### src/sv/amar_pkg.sv
// ----------------------------------------------------------------------------
// amar_pkg
// shared constants and decimal digit helpers for the millivolt ascii reporter
// ----------------------------------------------------------------------------
`default_nettype none

package amar_pkg;

  // millivolt value width, enough for 1023 * 5
  localparam int MV_W    = 13;
  localparam int Q_DEPTH = 2;
  localparam int MV_PER_COUNT = 5;

  localparam logic [7:0] ASCII_ZERO      = 8'd48;
  localparam logic [7:0] ASCII_POINT     = 8'd46;
  localparam logic [7:0] ASCII_BACKSPACE = 8'd8;

  // byte positions within one report
  localparam int POS_THOUS = 0;
  localparam int POS_POINT = 1;
  localparam int POS_HUND  = 2;
  localparam int POS_TENS  = 3;
  localparam int POS_UNITS = 4;

  localparam int DIGIT_BYTES = 5;

  function automatic logic [3:0] dec_digit(input logic [MV_W-1:0] v, input int w);
    logic [3:0] d;
    d = '0;
    for (int k = 1; k < 10; k++) begin
      if (int'(v) >= k * w) begin
        d = 4'(k);
      end
    end
    return d;
  endfunction

  function automatic logic [MV_W-1:0] dec_rem(input logic [MV_W-1:0] v, input int w);
    logic [MV_W-1:0] r;
    r = v;
    for (int k = 1; k < 10; k++) begin
      if (int'(v) >= k * w) begin
        r = MV_W'(int'(v) - k * w);
      end
    end
    return r;
  endfunction

endpackage

`default_nettype wire

### src/sv/amar_front.sv
// ----------------------------------------------------------------------------
// amar_front
// keeps the last sample, drops unchanged ones, scales changed ones to millivolts
// ----------------------------------------------------------------------------
`default_nettype none

module amar_front import amar_pkg::*; #(
  parameter int SAMPLE_BITS = 10
) (
  input  wire logic                   clk,
  input  wire logic                   rst,
  input  wire logic                   in_valid,
  output logic                        in_ready,
  input  wire logic [SAMPLE_BITS-1:0] in_sample,
  output logic                        push,
  input  wire logic                   push_ready,
  output logic [MV_W-1:0]             push_mv
);

  logic [SAMPLE_BITS-1:0] previous;
  logic                   changed;
  logic                   accept;

  assign in_ready = push_ready;
  assign accept   = in_valid && in_ready;
  assign changed  = (in_sample != previous);
  assign push     = accept && changed;
  // times five as shift and add
  assign push_mv  = MV_W'(in_sample) + (MV_W'(in_sample) << 2);

  always_ff @(posedge clk) begin
    if (rst) begin
      previous <= '0;
    end else if (push) begin
      previous <= in_sample;
    end
  end

endmodule

`default_nettype wire

### src/sv/amar_queue.sv
// ----------------------------------------------------------------------------
// amar_queue
// short fifo of millivolt values between the front and the byte sequencer
// ----------------------------------------------------------------------------
`default_nettype none

module amar_queue import amar_pkg::*; (
  input  wire logic            clk,
  input  wire logic            rst,
  input  wire logic            push,
  output logic                 push_ready,
  input  wire logic [MV_W-1:0] push_mv,
  output logic                 pop_valid,
  input  wire logic            pop,
  output logic [MV_W-1:0]      pop_mv
);

  localparam int PTR_W = (Q_DEPTH > 1) ? $clog2(Q_DEPTH) : 1;
  localparam int CNT_W = $clog2(Q_DEPTH + 1);

  logic [MV_W-1:0]  entries [Q_DEPTH];
  logic [PTR_W-1:0] wptr;
  logic [PTR_W-1:0] rptr;
  logic [CNT_W-1:0] count;
  logic             do_push;
  logic             do_pop;

  assign push_ready = (count != CNT_W'(Q_DEPTH));
  assign pop_valid  = (count != '0);
  assign pop_mv     = entries[rptr];
  assign do_push    = push && push_ready;
  assign do_pop     = pop && pop_valid;

  always_ff @(posedge clk) begin
    if (do_push) begin
      entries[wptr] <= push_mv;
    end
  end

  always_ff @(posedge clk) begin
    if (rst) begin
      wptr  <= '0;
      rptr  <= '0;
      count <= '0;
    end else begin
      if (do_push) begin
        wptr <= (wptr == PTR_W'(Q_DEPTH - 1)) ? '0 : wptr + 1'b1;
      end
      if (do_pop) begin
        rptr <= (rptr == PTR_W'(Q_DEPTH - 1)) ? '0 : rptr + 1'b1;
      end
      case ({do_push, do_pop})
        2'b10:   count <= count + 1'b1;
        2'b01:   count <= count - 1'b1;
        default: count <= count;
      endcase
    end
  end

endmodule

`default_nettype wire

### src/sv/amar_back.sv
// ----------------------------------------------------------------------------
// amar_back
// byte sequencer: one decimal digit or fixed byte per cycle unless the output stalls, into the output register
// ----------------------------------------------------------------------------
`default_nettype none

module amar_back import amar_pkg::*; #(
  parameter int BACKSPACE_COUNT = 5
) (
  input  wire logic            clk,
  input  wire logic            rst,
  input  wire logic            pop_valid,
  output logic                 pop,
  input  wire logic [MV_W-1:0] pop_mv,
  output logic                 out_valid,
  input  wire logic            out_ready,
  output logic [7:0]           out_char,
  output logic                 out_last
);

  localparam int LAST_POS = DIGIT_BYTES - 1 + BACKSPACE_COUNT;
  localparam int PW       = $clog2(LAST_POS + 1);

  logic            busy;
  logic [PW-1:0]   pos;
  logic [MV_W-1:0] rem;
  logic            load_out;
  logic            finishing;
  logic [7:0]      byte_char;
  logic [MV_W-1:0] rem_next;

  assign load_out  = !out_valid || out_ready;
  assign finishing = busy && load_out && (pos == PW'(LAST_POS));
  assign pop       = pop_valid && (!busy || finishing);

  always_comb begin
    byte_char = ASCII_BACKSPACE;
    rem_next  = rem;
    if (pos == PW'(POS_THOUS)) begin
      byte_char = ASCII_ZERO + {4'b0, dec_digit(rem, 1000)};
      rem_next  = dec_rem(rem, 1000);
    end else if (pos == PW'(POS_POINT)) begin
      byte_char = ASCII_POINT;
    end else if (pos == PW'(POS_HUND)) begin
      byte_char = ASCII_ZERO + {4'b0, dec_digit(rem, 100)};
      rem_next  = dec_rem(rem, 100);
    end else if (pos == PW'(POS_TENS)) begin
      byte_char = ASCII_ZERO + {4'b0, dec_digit(rem, 10)};
      rem_next  = dec_rem(rem, 10);
    end else if (pos == PW'(POS_UNITS)) begin
      byte_char = ASCII_ZERO + {4'b0, rem[3:0]};
    end
  end

  always_ff @(posedge clk) begin
    if (rst) begin
      busy      <= 1'b0;
      pos       <= '0;
      out_valid <= 1'b0;
    end else begin
      if (load_out) begin
        out_valid <= busy;
        if (busy) begin
          out_char <= byte_char;
          out_last <= (pos == PW'(LAST_POS));
        end
      end
      if (pop) begin
        busy <= 1'b1;
        rem  <= pop_mv;
        pos  <= '0;
      end else if (busy && load_out) begin
        busy <= !finishing;
        rem  <= rem_next;
        pos  <= finishing ? '0 : pos + 1'b1;
      end
    end
  end

  a_last_byte: assert property (@(posedge clk) disable iff (rst)
    (out_valid && out_last) |-> ((BACKSPACE_COUNT == 0) || (out_char == ASCII_BACKSPACE)))
    else $error("last byte of a report is not a backspace");

  a_idle_pos: assert property (@(posedge clk) disable iff (rst)
    !busy |-> (pos == '0))
    else $error("sequencer idle with nonzero position");

  a_units_range: assert property (@(posedge clk) disable iff (rst)
    (busy && (pos == PW'(POS_UNITS))) |-> (rem < MV_W'(10)))
    else $error("remainder out of range at units digit");

endmodule

`default_nettype wire

### src/sv/adc_millivolt_ascii_reporter_core.sv
// the first byte of a report passes the queue, the sequencer registers and the output register
// a changed sample gives a report of 5 + BACKSPACE_COUNT bytes (10 by default), paced by
//   the byte sequencer emitting one byte per cycle while not stalled; unchanged samples give none
// a two-entry queue lets new samples be taken while a report is still going out
// reset: synchronous, clears the stored sample to 0, the queue and the valid bit of the output register
// ----------------------------------------------------------------------------
// adc_millivolt_ascii_reporter_core
// reports changed converter samples as ascii millivolt strings with backspaces
// ----------------------------------------------------------------------------
`default_nettype none

module adc_millivolt_ascii_reporter_core import amar_pkg::*; #(
  parameter int SAMPLE_BITS     = 10,
  parameter int BACKSPACE_COUNT = 5
) (
  input  wire logic        clk,
  input  wire logic        rst,
  input  wire logic        s_tvalid,
  output logic             s_tready,
  input  wire logic [15:0] s_tdata,   // sample [9:0], zero pad
  output logic             m_tvalid,
  input  wire logic        m_tready,
  output logic [7:0]       m_tdata,   // out_char [7:0]
  output logic             m_tlast
);

  logic            push;
  logic            push_ready;
  logic [MV_W-1:0] push_mv;
  logic            pop_valid;
  logic            pop;
  logic [MV_W-1:0] pop_mv;

  amar_front #(
    .SAMPLE_BITS(SAMPLE_BITS)
  ) u_front (
    .clk       (clk),
    .rst       (rst),
    .in_valid  (s_tvalid),
    .in_ready  (s_tready),
    .in_sample (s_tdata[SAMPLE_BITS-1:0]),
    .push      (push),
    .push_ready(push_ready),
    .push_mv   (push_mv)
  );

  amar_queue u_queue (
    .clk       (clk),
    .rst       (rst),
    .push      (push),
    .push_ready(push_ready),
    .push_mv   (push_mv),
    .pop_valid (pop_valid),
    .pop       (pop),
    .pop_mv    (pop_mv)
  );

  amar_back #(
    .BACKSPACE_COUNT(BACKSPACE_COUNT)
  ) u_back (
    .clk      (clk),
    .rst      (rst),
    .pop_valid(pop_valid),
    .pop      (pop),
    .pop_mv   (pop_mv),
    .out_valid(m_tvalid),
    .out_ready(m_tready),
    .out_char (m_tdata),
    .out_last (m_tlast)
  );

endmodule

`default_nettype wire

### config.mk
export PLATFORM = sky130hd
export DESIGN_NAME = adc_millivolt_ascii_reporter_core
export DESIGN_NICKNAME = d
export VERILOG_FILES = /design/src/sv/amar_pkg.sv /design/src/sv/amar_front.sv /design/src/sv/amar_queue.sv /design/src/sv/amar_back.sv /design/src/sv/adc_millivolt_ascii_reporter_core.sv
export SDC_FILE = /design/constraint.sdc
export NUM_CORES = 1
export LEC_CHECK = 0
export ABC_AREA = 0
export CAP_MARGIN = 20
export CORE_ASPECT_RATIO = 2
export CORE_MARGIN = 2
export CORE_UTILIZATION = 60
export DETAILED_ROUTE_END_ITERATION = 10
export DONT_BUFFER_PORTS = 1
export GPL_TIMING_DRIVEN = 0
export PLACE_DENSITY = 0.82
export RECOVER_POWER = 50
export SYNTH_ARGS = -nofsm -noshare
export SYNTH_HDL_FRONTEND = slang
export SYNTH_SLANG_ARGS = --single-unit
### constraint.sdc
create_clock -name clk -period 3.72 [get_ports clk]
set_input_delay 0.186 -clock clk [delete_from_list [all_inputs] [get_ports clk]]
set_output_delay 0.186 -clock clk [all_outputs]
set_load 0.02 [all_outputs]
==> results of run 1 <==
-- stage by stage --
stage | std cells | setup TNS, ns | utilization | hold WS, ns | cell area, um2
after CTS | 1277 | 0 | 0.678 | 0.00382 | 9060
after floorplan | 1095 | 0 | - | 0.265 | 8180
after global placement | 1250 | -28.07 | 0.627 | 0.267 | 8380
after detailed placement | 1251 | -26.30 | 0.628 | 0.269 | 8390
-- routing by layer --
metal / track usage / overflow
met1: 0.605 / 0
met2: 0.849 / 6
met4: 0.656 / 12
met3: 0.351 / 0
met5: 0.0327 / 0
-- cell usage after synthesis (all sizes together), types with 9 or more instances --
cell type | n | share of area
nand2 | 98 | 0.045
o2111ai | 9 | 0.0096
buf | 29 | 0.019
xnor2 | 42 | 0.045
o22ai | 11 | 0.0084
ha | 40 | 0.061
dfxtp | 21 | 0.051
a31oi | 35 | 0.027
o31ai | 10 | 0.0092
a311oi | 15 | 0.018
edfxtp | 46 | 0.17
and3 | 14 | 0.011
or3 | 12 | 0.0092
nand2b | 11 | 0.0084
clkbuf | 59 | 0.027
nor3 | 41 | 0.025
o211ai | 14 | 0.013
xor2 | 14 | 0.015
nand3 | 36 | 0.022
o21ai | 82 | 0.051
a21oi | 95 | 0.058
mux2i | 30 | 0.037
a21o | 18 | 0.017
nor2 | 103 | 0.048
inv | 34 | 0.016
a211oi | 13 | 0.012
nand4 | 15 | 0.011
-- cells by family after synthesis --
| kind of cell | after synthesis | synth area share |
|---|---|---|
| other | 1 | 0.000459 |
| adder cells (fa/ha/maj) | 41 | 0.0636 |
| AO/OA/AOI/OAI | 392 | 0.322 |
| XOR/XNOR | 56 | 0.0600 |
| AND/OR/NAND/NOR | 377 | 0.228 |
| multiplexers | 34 | 0.0422 |
| flip-flops | 67 | 0.220 |
| buffers and inverters | 126 | 0.0636 |
-- repair_timing --
item	CTS
endpoints found under the hold margin	7
hold buffers	3
pin swaps	7
gates resized for setup	63
setup endpoints to repair	28
buffers inserted	15
==> impl_results.md, run 1 <==
* Clock Path Buffers at 2
* Seq cells post-synth at 67
* First error: [ERROR GRT-0116] Global routing finished with congestion. Check the congestion regions in the DRC Viewer.
* Clock buffer count from CTS at 9
* Clk sinks at 67
* # IOs at 31
* Routability cong. at about 1.3
* Seq/Total Area, Yosys at 0.220
* Vias in the first global route at 10600
* Max H-tree Level at 3
* Most used DFF post-synth: edfxtp_1
* Remaining Overflow, GRT at 18
* Starting Density at 0.612
* First-pass GRT wire length at about 68000 um
* Largest net degree at the start of global routing at 15
* Halt Stage: 5_1_grt
* FFs w/ async S/R, synth at 0
* Ys Warns at 0
* Post-Synthesis Cells at about 1100
* Num rows at 60
* Mean Syn Cell Area at 7.48 um2
* Status: aborted with a tool error
* Total track usage at 0.617
* Yosys cell types at 89
* Cell area after synthesis at slightly above 0.008 mm2
* PortBufs at 0
* CTS root buf: clkbuf_16
* Post-synth EDFFs at 46
* Die X at 86.6 um
* Die H at approximately 170 um
* DP Worst Slack at -1.38 ns
* Dpl hpwl at approximately 30000 um
==> run 2, diff against run 1 <==
--- a/config.mk
+++ b/config.mk
@@ -7,13 +7,12 @@
 export LEC_CHECK = 0
 export ABC_AREA = 0
 export CAP_MARGIN = 20
-export CORE_ASPECT_RATIO = 2
 export CORE_MARGIN = 2
-export CORE_UTILIZATION = 60
+export CORE_UTILIZATION = 40
 export DETAILED_ROUTE_END_ITERATION = 10
 export DONT_BUFFER_PORTS = 1
 export GPL_TIMING_DRIVEN = 0
-export PLACE_DENSITY = 0.82
+export PLACE_DENSITY_LB_ADDON = 0.15
 export RECOVER_POWER = 50
 export SYNTH_ARGS = -nofsm -noshare
 export SYNTH_HDL_FRONTEND = slang
==> constraint.sdc (replaced) <==
create_clock -name clk -period 4.8 [get_ports clk]
set_input_delay 0.24 -clock clk [delete_from_list [all_inputs] [get_ports clk]]
set_output_delay 0.24 -clock clk [all_outputs]
set_load 0.02 [all_outputs]
==> run 2 against run 1 <==
  * Area after synthesis is the same
  * Synthesized cell count unchanged
  * The flow now finishes, with violations (setup timing)
==> impl_results.md, run 2 <==
* Status: finished, violations left
* Failing checks: setup timing
* Mux contribution to synthesized area at 0.0422
* Total number of vias at around 9400
* Largest family of logic cells by synthesized area: compound AO/OA/AOI/OAI gates
* Post-Synthesis Cells at approximately 1100
* Mean Syn Cell Area at between 7 and 8 um2
* Max incr delay on CP at about 0.63 ns
* Hold Slack at 0.0609 ns
* # diodes at 0
* Cell area after synthesis at between 0.008 and 0.009 mm2
* Final setup fails at 2
* Max Cap Viol at 0
* Clock skew at about 0.012 ns
* PnR Total Power at 6.73 mW
* Setup WS post-layout at -0.0624 ns
* Gate power share at 0.754
* Slew headroom at 0.246
* Crit-path cells: clkinvlp_4 > ha_1 > a211oi_2 > nand2b_1 > nand3_1 > or2_2 > clkbuf_1 > a311oi_1 > o32ai_1 > o21ai_1 > and3_1 > a32oi_1
* Leak at between 3 and 4 nW
* Design Area, Final at around 0.0089 mm2
* Post-route setup TNS at -0.0919 ns
* Largest delay share family, worst path: compound AO/OA/AOI/OAI gates
* Synth top area cells: edfxtp_1 (17%), ha_1 (6.1%), a21oi_1 (5.8%)
* Ys Warns at 0
* Hold Fails Final Rpt at 0
* Dpl hpwl at approximately 31000 um
* Fraction of layout cells with a size suffix above 1 at 0.0806
* Setup CP Type: reg2reg
* Clk slew on worst S/H paths at approximately 0.060 ns
* Worst skew pair latency at 0.33 ns
* 1st-iter DRT viols at approximately 1300
* Largest area contributor in the netlist: edfxtp_1
* Antenna violations before repair at 0
* Remaining Overflow, GRT at 0
* Routability cong. at about 1.1
* Starting Density at 0.405
* Setup crit end kind: flop
* Period minus WS final at roughly 4.9 ns
* WL/cell at approximately 29 um
* Simple-gate share of the synthesized area at 0.228
* Num rows at 52
* Clk sinks at 67
* WP data required at slightly below 5 ns
* FFs w/ async S/R, synth at 0
* XOR/XNOR Fraction of Synth Area at 0.0600
* Area after DPL at ~0.0085 mm2
* Internal at roughly 2.7 mW
* Crit path depth at 12
* Worst path bufs/invs at 2
* Fmax at slightly above 0.2 GHz
* Post-synth EDFFs at 46
* Top-area cell type share of the netlist area at 0.169
* First-pass GRT wire length at roughly 59000 um
* Max H-tree Level at 3
* Top Registers: u_queue.entries: 26 flops, u_back.rem: 13 flops, u_front.previous: 10 flops
* Max reg flops at 26
* Clock buffer count from CTS at 9
* Sequential Power Share at 0.155
* Largest net degree at the start of global routing at 14
* Most used DFF post-synth: edfxtp_1
* Commonest cells after routing, fill and taps aside: nand2_1 (97), nor2_1 (96), a21oi_1 (94)
* Hold Path Stages at 2
* 1st-pass router iterations at 6
* Worst slew pin tran at between 1 and 1.5 ns
* CTS tree: done
* Final cell count without fillers at ~1400
* Placed cell count at 1368
* Total track usage at 0.369
* DRC Markers at 0
* DIE AREA at roughly 0.022 mm2
* CP Max Fanout at 12
* # IOs at 31
* DP Worst Slack at -0.692 ns
* Min-Delay Path Class: in2reg
* PortBufs at 0
* Area growth from synthesis to layout at 8.72%
* Yosys cell types at 89
* Nets@finish at between 1000 and 1500
* Core ar. at 0.0202 mm2
* Seq cells post-synth at 67
* Worst Reg2Reg Path Length in Cells at 12
* Adder-cell share of the synthesized area at 0.0636
* Vias in the first global route at just under 9000
* ANT nets after route at 0
* Clock Power Share at 0.091
* Largest Register: u_queue.entries
* Clock Path Buffers at 2
* Slew Viols, Final at 0
* Seq/Total Area, Yosys at 0.220
* Vias per cell at around 6.8
* Slowest cell on crit path: edfxtp_1
* Commonest non-fill, non-tap cell in the layout: nand2_1
* Peak VDD IR at 0.261 mV
* Top-count cell post-synth: nor2_1
* Critical path arrival at just under 5 ns
* Power Density at roughly 760 mW/mm2
* Die X at roughly 150 um
* Top cells by count, synth: nor2_1 (100), nand2_1 (97), a21oi_1 (95)
* CTS root buf: clkbuf_16
* Die H at roughly 150 um
* Final worst-path cycle share at 1.01
* Post-synthesis compound-gate area fraction at 0.322
* Critical path launch point type: flop
* Final Util at 0.441
* Psw at roughly 4 mW
* Routed wire length at between 40000 and 50000 um
* Switching Share at 0.599
run 2: cell counts after synthesis:
No cell type changed its count.
run 2: repair_timing:
item	in CTS	in global routing
buffers inserted	0	0
endpoints found under the hold margin	7	0
setup endpoints to repair	27	18
hold buffers	3	0
resized for setup	9	12
run 2: final timing paths:
path	start	endpoint	slack [ns]
max reg2reg	u_back.rem[5]	u_back.rem[11]	-0.06
min reg2reg	u_back.busy	u_back.out_valid	0.48
max	u_back.rem[5]	u_back.rem[11]	-0.06
min	s_tdata[0]	u_front.previous[0]	0.06
run 2: per-layer routing:
layer	wire, um	part of all wire	track usage
met1	16100	0.40	0.500
met2	17100	0.43	0.558
met3	4600	0.11	0.0817
met4	2340	0.058	0.181
met5	0	0	0
run 2: cell type report:
class                   count  area, um2
well taps                 270        338
inverters                  38        148
fillers                  2187      11300
multi-input cells         902       5900
repair buffers              7       51.3
clock buffers               9        225
plain buffers              86        378
clock inverters             7       52.6
flip-flops and latches     67       1800
run 2: logic make-up (layout without fill, tap and decap cells):
family / count (synthesis) / after routing
AOI/OAI and AO/OA: 392 / 392
and+or+nand+nor: 377 / 377
buffers and inverters: 126 / 147
DFF: 67 / 67
xor gates and xnor gates: 56 / 56
adders and majority gates: 41 / 41
muxes: 34 / 34
other: 1 / 2
run 2: power by group through the flow:
stage	Clock [mW]	Combinational (mW)	Sequential, mW
after floorplan	0	3.20	0.944
after global placement	0	4.86	1.04
after global routing	0.645	5.32	1.05
final	0.611	5.07	1.04
after CTS	0.626	4.84	1.02
after detailed placement	0	4.79	1.03
run 2: worst register-to-register path: stages, from the launching register on:
cell and delay [ns]:
edfxtp_1 0.63, clkinvlp_4 0.47, ha_1 0.37, a211oi_2 0.54
nand2b_1 0.21, nand3_1 0.40, or2_2 0.45, clkbuf_1 0.32
a311oi_1 0.43, o32ai_1 0.23, o21ai_1 0.16, and3_1 0.22
a32oi_1 0.13
Note: power is estimated with default switching activity, not from simulation.
==> run 3, diff against run 2 <==
--- a/config.mk
+++ b/config.mk
@@ -6,11 +6,11 @@
 export NUM_CORES = 1
 export LEC_CHECK = 0
 export ABC_AREA = 0
+export BUFFER_PORTS_ARGS = -buffer_cell sky130_fd_sc_hd__buf_2
 export CAP_MARGIN = 20
 export CORE_MARGIN = 2
 export CORE_UTILIZATION = 40
 export DETAILED_ROUTE_END_ITERATION = 10
-export DONT_BUFFER_PORTS = 1
 export GPL_TIMING_DRIVEN = 0
 export PLACE_DENSITY_LB_ADDON = 0.15
 export RECOVER_POWER = 50
==> run 3 against run 2 <==
  * Routed wire length decreased by 2.3%
  * Final cell count increased by 1.5%
  * Die area unchanged
  * Combinational power increased by 0.8%
  * Hold slack improved by 0.16 ns
  * Clock skew decreased by 0.0017 ns
  * Fmax increased by 0.97%
  * Clock power increased by 10%
  * The flow still finishes with violations (setup timing)
  * First-iteration DRC count increased by 7.1%
  * Sequential power about the same
  * Sequential share of layout area decreased by 0.30 points
==> impl_results.md, run 3 (same netlist as run 2, synthesis figures left out) <==
* CTS root buf: clkbuf_16
* Clk sinks at 67
* Peak VDD IR at approximately 0.23 mV
* Worst reg2reg startpoint: u_back.rem[5]
* Setup CP Type: reg2reg
* Die X at ~150 um
* WP data required at just under 5 ns
* WL/cell at between 20 and 30 um
* Vias in the first global route at 8815
* Hold Fails Final Rpt at 0
* 1st-iter DRT viols at 1410
* R2r endpoint: u_back.rem[11]
* CP Max Fanout at 12
* Die H at roughly 150 um
* Crit-path cells: clkinvlp_4 > ha_1 > a211oi_4 > nand2b_1 > nand3_1 > or2_2 > clkbuf_1 > a311oi_1 > o32ai_1 > o21ai_1 > and3_1 > a32oi_1
* Critical path launch point type: flop
* Fraction of layout cells with a size suffix above 1 at 0.0880
* Commonest non-fill, non-tap cell in the layout: nor2_1
* Clock Path Buffers at 2
* Footprint of the multi-input gates at about 0.0059 mm2
* Slew Viols, Final at 0
* Largest delay share family, worst path: compound AO/OA/AOI/OAI gates
* Max incr delay on CP at roughly 0.62 ns
* Largest net degree at the start of global routing at 15
* RSZ-0062 raised after global routing: yes
* Routed wire length at approximately 39000 um
* Setup WS post-layout at -0.0157 ns
* Fmax at approximately 0.21 GHz
* Area growth from synthesis to layout at 10.3%
* Min-Delay Path Class: in2reg
* Starting Density at 0.405
* Power Density at ~750 mW/mm2
* Final setup fails at 1
* DIE AREA at 0.0216 mm2
* Status: finished, violations left
* First-pass GRT wire length at ~58000 um
* Slowest cell on crit path: edfxtp_1
* Crit path depth at 12
* CTS tree: done
* Routability cong. at approximately 1.1
* Placed cell count at 1389
* Switching Share at 0.592
* Leak at around 3.2 nW
* Largest Register: u_queue.entries
* Internal at approximately 2.8 mW
* Clock buffer count from CTS at 9
* Period minus WS final at around 4.8 ns
* Psw at between 4 and 5 mW
* Final cell count without fillers at ~1400
* # IOs at 31
* Dpl hpwl at between 30000 and 40000 um
* Total track usage at 0.355
* Sequential Power Share at 0.150
* Worst Reg2Reg Path Length in Cells at 12
* ANT nets after route at 0
* Max H-tree Level at 3
* Worst skew pair latency at ~0.33 ns
* Max Cap Viol at 0
* Fillers at between 2000 and 2500
* Final worst-path cycle share at 1.00
* Critical path arrival at 4.85 ns
* PortBufs at 22
* Worst path bufs/invs at 2
* DRC Markers at 0
* Total number of vias at ~9500
* Nets@finish at approximately 1200
* Clock Power Share at 0.099
* Vias per cell at between 6 and 7
* Antenna violations before repair at 2
* Design Area, Final at around 0.0090 mm2
* Remaining Overflow, GRT at 0
* Area after DPL at about 0.0086 mm2
* Setup crit end kind: flop
* 1st-pass router iterations at 5
* Clock skew at between 0.01 and 0.015 ns
* Top Registers: u_queue.entries: 26 flops, u_back.rem: 13 flops, u_front.previous: 10 flops
* Gate power share at 0.751
* Worst slew pin tran at between 1 and 1.5 ns
* Failing checks: setup timing
* Clk slew on worst S/H paths at 0.06 ns
* Register area at around 0.0018 mm2
* Commonest cells after routing, fill and taps aside: nor2_1 (98), nand2_1 (97), a21oi_1 (94)
* # diodes at 0
* Crit. Startpoint: u_back.rem[5]
* Reg-to-reg setup timing slack at -0.02 ns
* Max reg flops at 26
* DP Worst Slack at -0.660 ns
* Slew headroom at 0.298
* Hold buffer count at cts at 0
* Core ar. at about 0.02 mm2
* Num rows at 52
* Hold Slack at 0.217 ns
* Crit path to: u_back.rem[11]
==> run 3: cell types whose count changed in the layout (fill, tap and decap cells not counted), moves of 2 or more <==
cell / previous run / this run
dlygate4sd3_1: 3 / 0
buf_4: 5 / 7
nor2_1: 96 / 98
buf_2: 16 / 26
clkinv_4: 2 / 0
clkbuf_2: 6 / 4
clkinv_2: 4 / 2
clkbuf_1: 53 / 67
nor2_2: 7 / 5
==> run 3: final cells by class <==
type | instances | share of cell area
Tap cell | 270 | 0.0374
Clock inverter | 7 | 0.00901
Timing Repair Buffer | 27 | 0.0141
Sequential cell | 67 | 0.200
Buffer | 87 | 0.0420
Inverter | 38 | 0.0164
Multi-Input combinational cell | 902 | 0.656
Clock buffer | 9 | 0.0250
==> run 3: worst min-delay path: cells and delay by family <==
kind,cells,cell delay (ns)
buf+inv,1,0.12
mux,1,0.07
simple gates,1,0.07
==> run 3: routing by layer <==
layer / routed length, um / global-route usage / vias to the layer above
met1: 16100 / 0.483 / 4485
met5: 14 / 0 / -
met3: 4240 / 0.0714 / 146
met4: 2210 / 0.190 / 2
li1: - / - / 4224
met2: 16800 / 0.531 / 657
==> run 3: worst min path at each step <==
stage / from / end / slack (ns) / depth (start not counted)
CTS: rst / u_back.pos[1] / 0.18 / 2
floorplan: rst / u_back.pos[0] / 0.32 / 1
finish: s_tdata[2] / u_front.previous[2] / 0.22 / 3
global placement: u_back.busy / u_back.out_valid / 0.47 / 2
detailed placement: u_back.busy / u_back.out_valid / 0.48 / 2
global route: s_tdata[2] / u_front.previous[2] / 0.24 / 3
==> run 3: repair_timing <==
action,4_1_cts,5_1_grt
setup endpoints to repair,25,17
resized for setup,7,12
endpoints found under the hold margin,0,0
buffers inserted,0,2
==> run 3: per-stage QoR <==
stage	power, mW	setup TNS (ns)	util
finish	6.80	-0.0157	0.447
global route	7.09	-0.165	0.447
CTS	6.52	0	0.445
detailed placement	5.80	-6.48	0.428
global placement	5.86	-15.89	0.428
floorplan	4.14	0	-
==> run 3: power groups by stage <==
stage | clock network, mW | logic, mW | registers, mW
5_1_grt | 0.714 | 5.35 | 1.02
6_report | 0.672 | 5.11 | 1.02
2_1_floorplan | 0 | 3.20 | 0.944
3_5_place_dp | 0 | 4.78 | 1.02
3_3_place_gp | 0 | 4.84 | 1.02
4_1_cts | 0.690 | 4.82 | 1.01
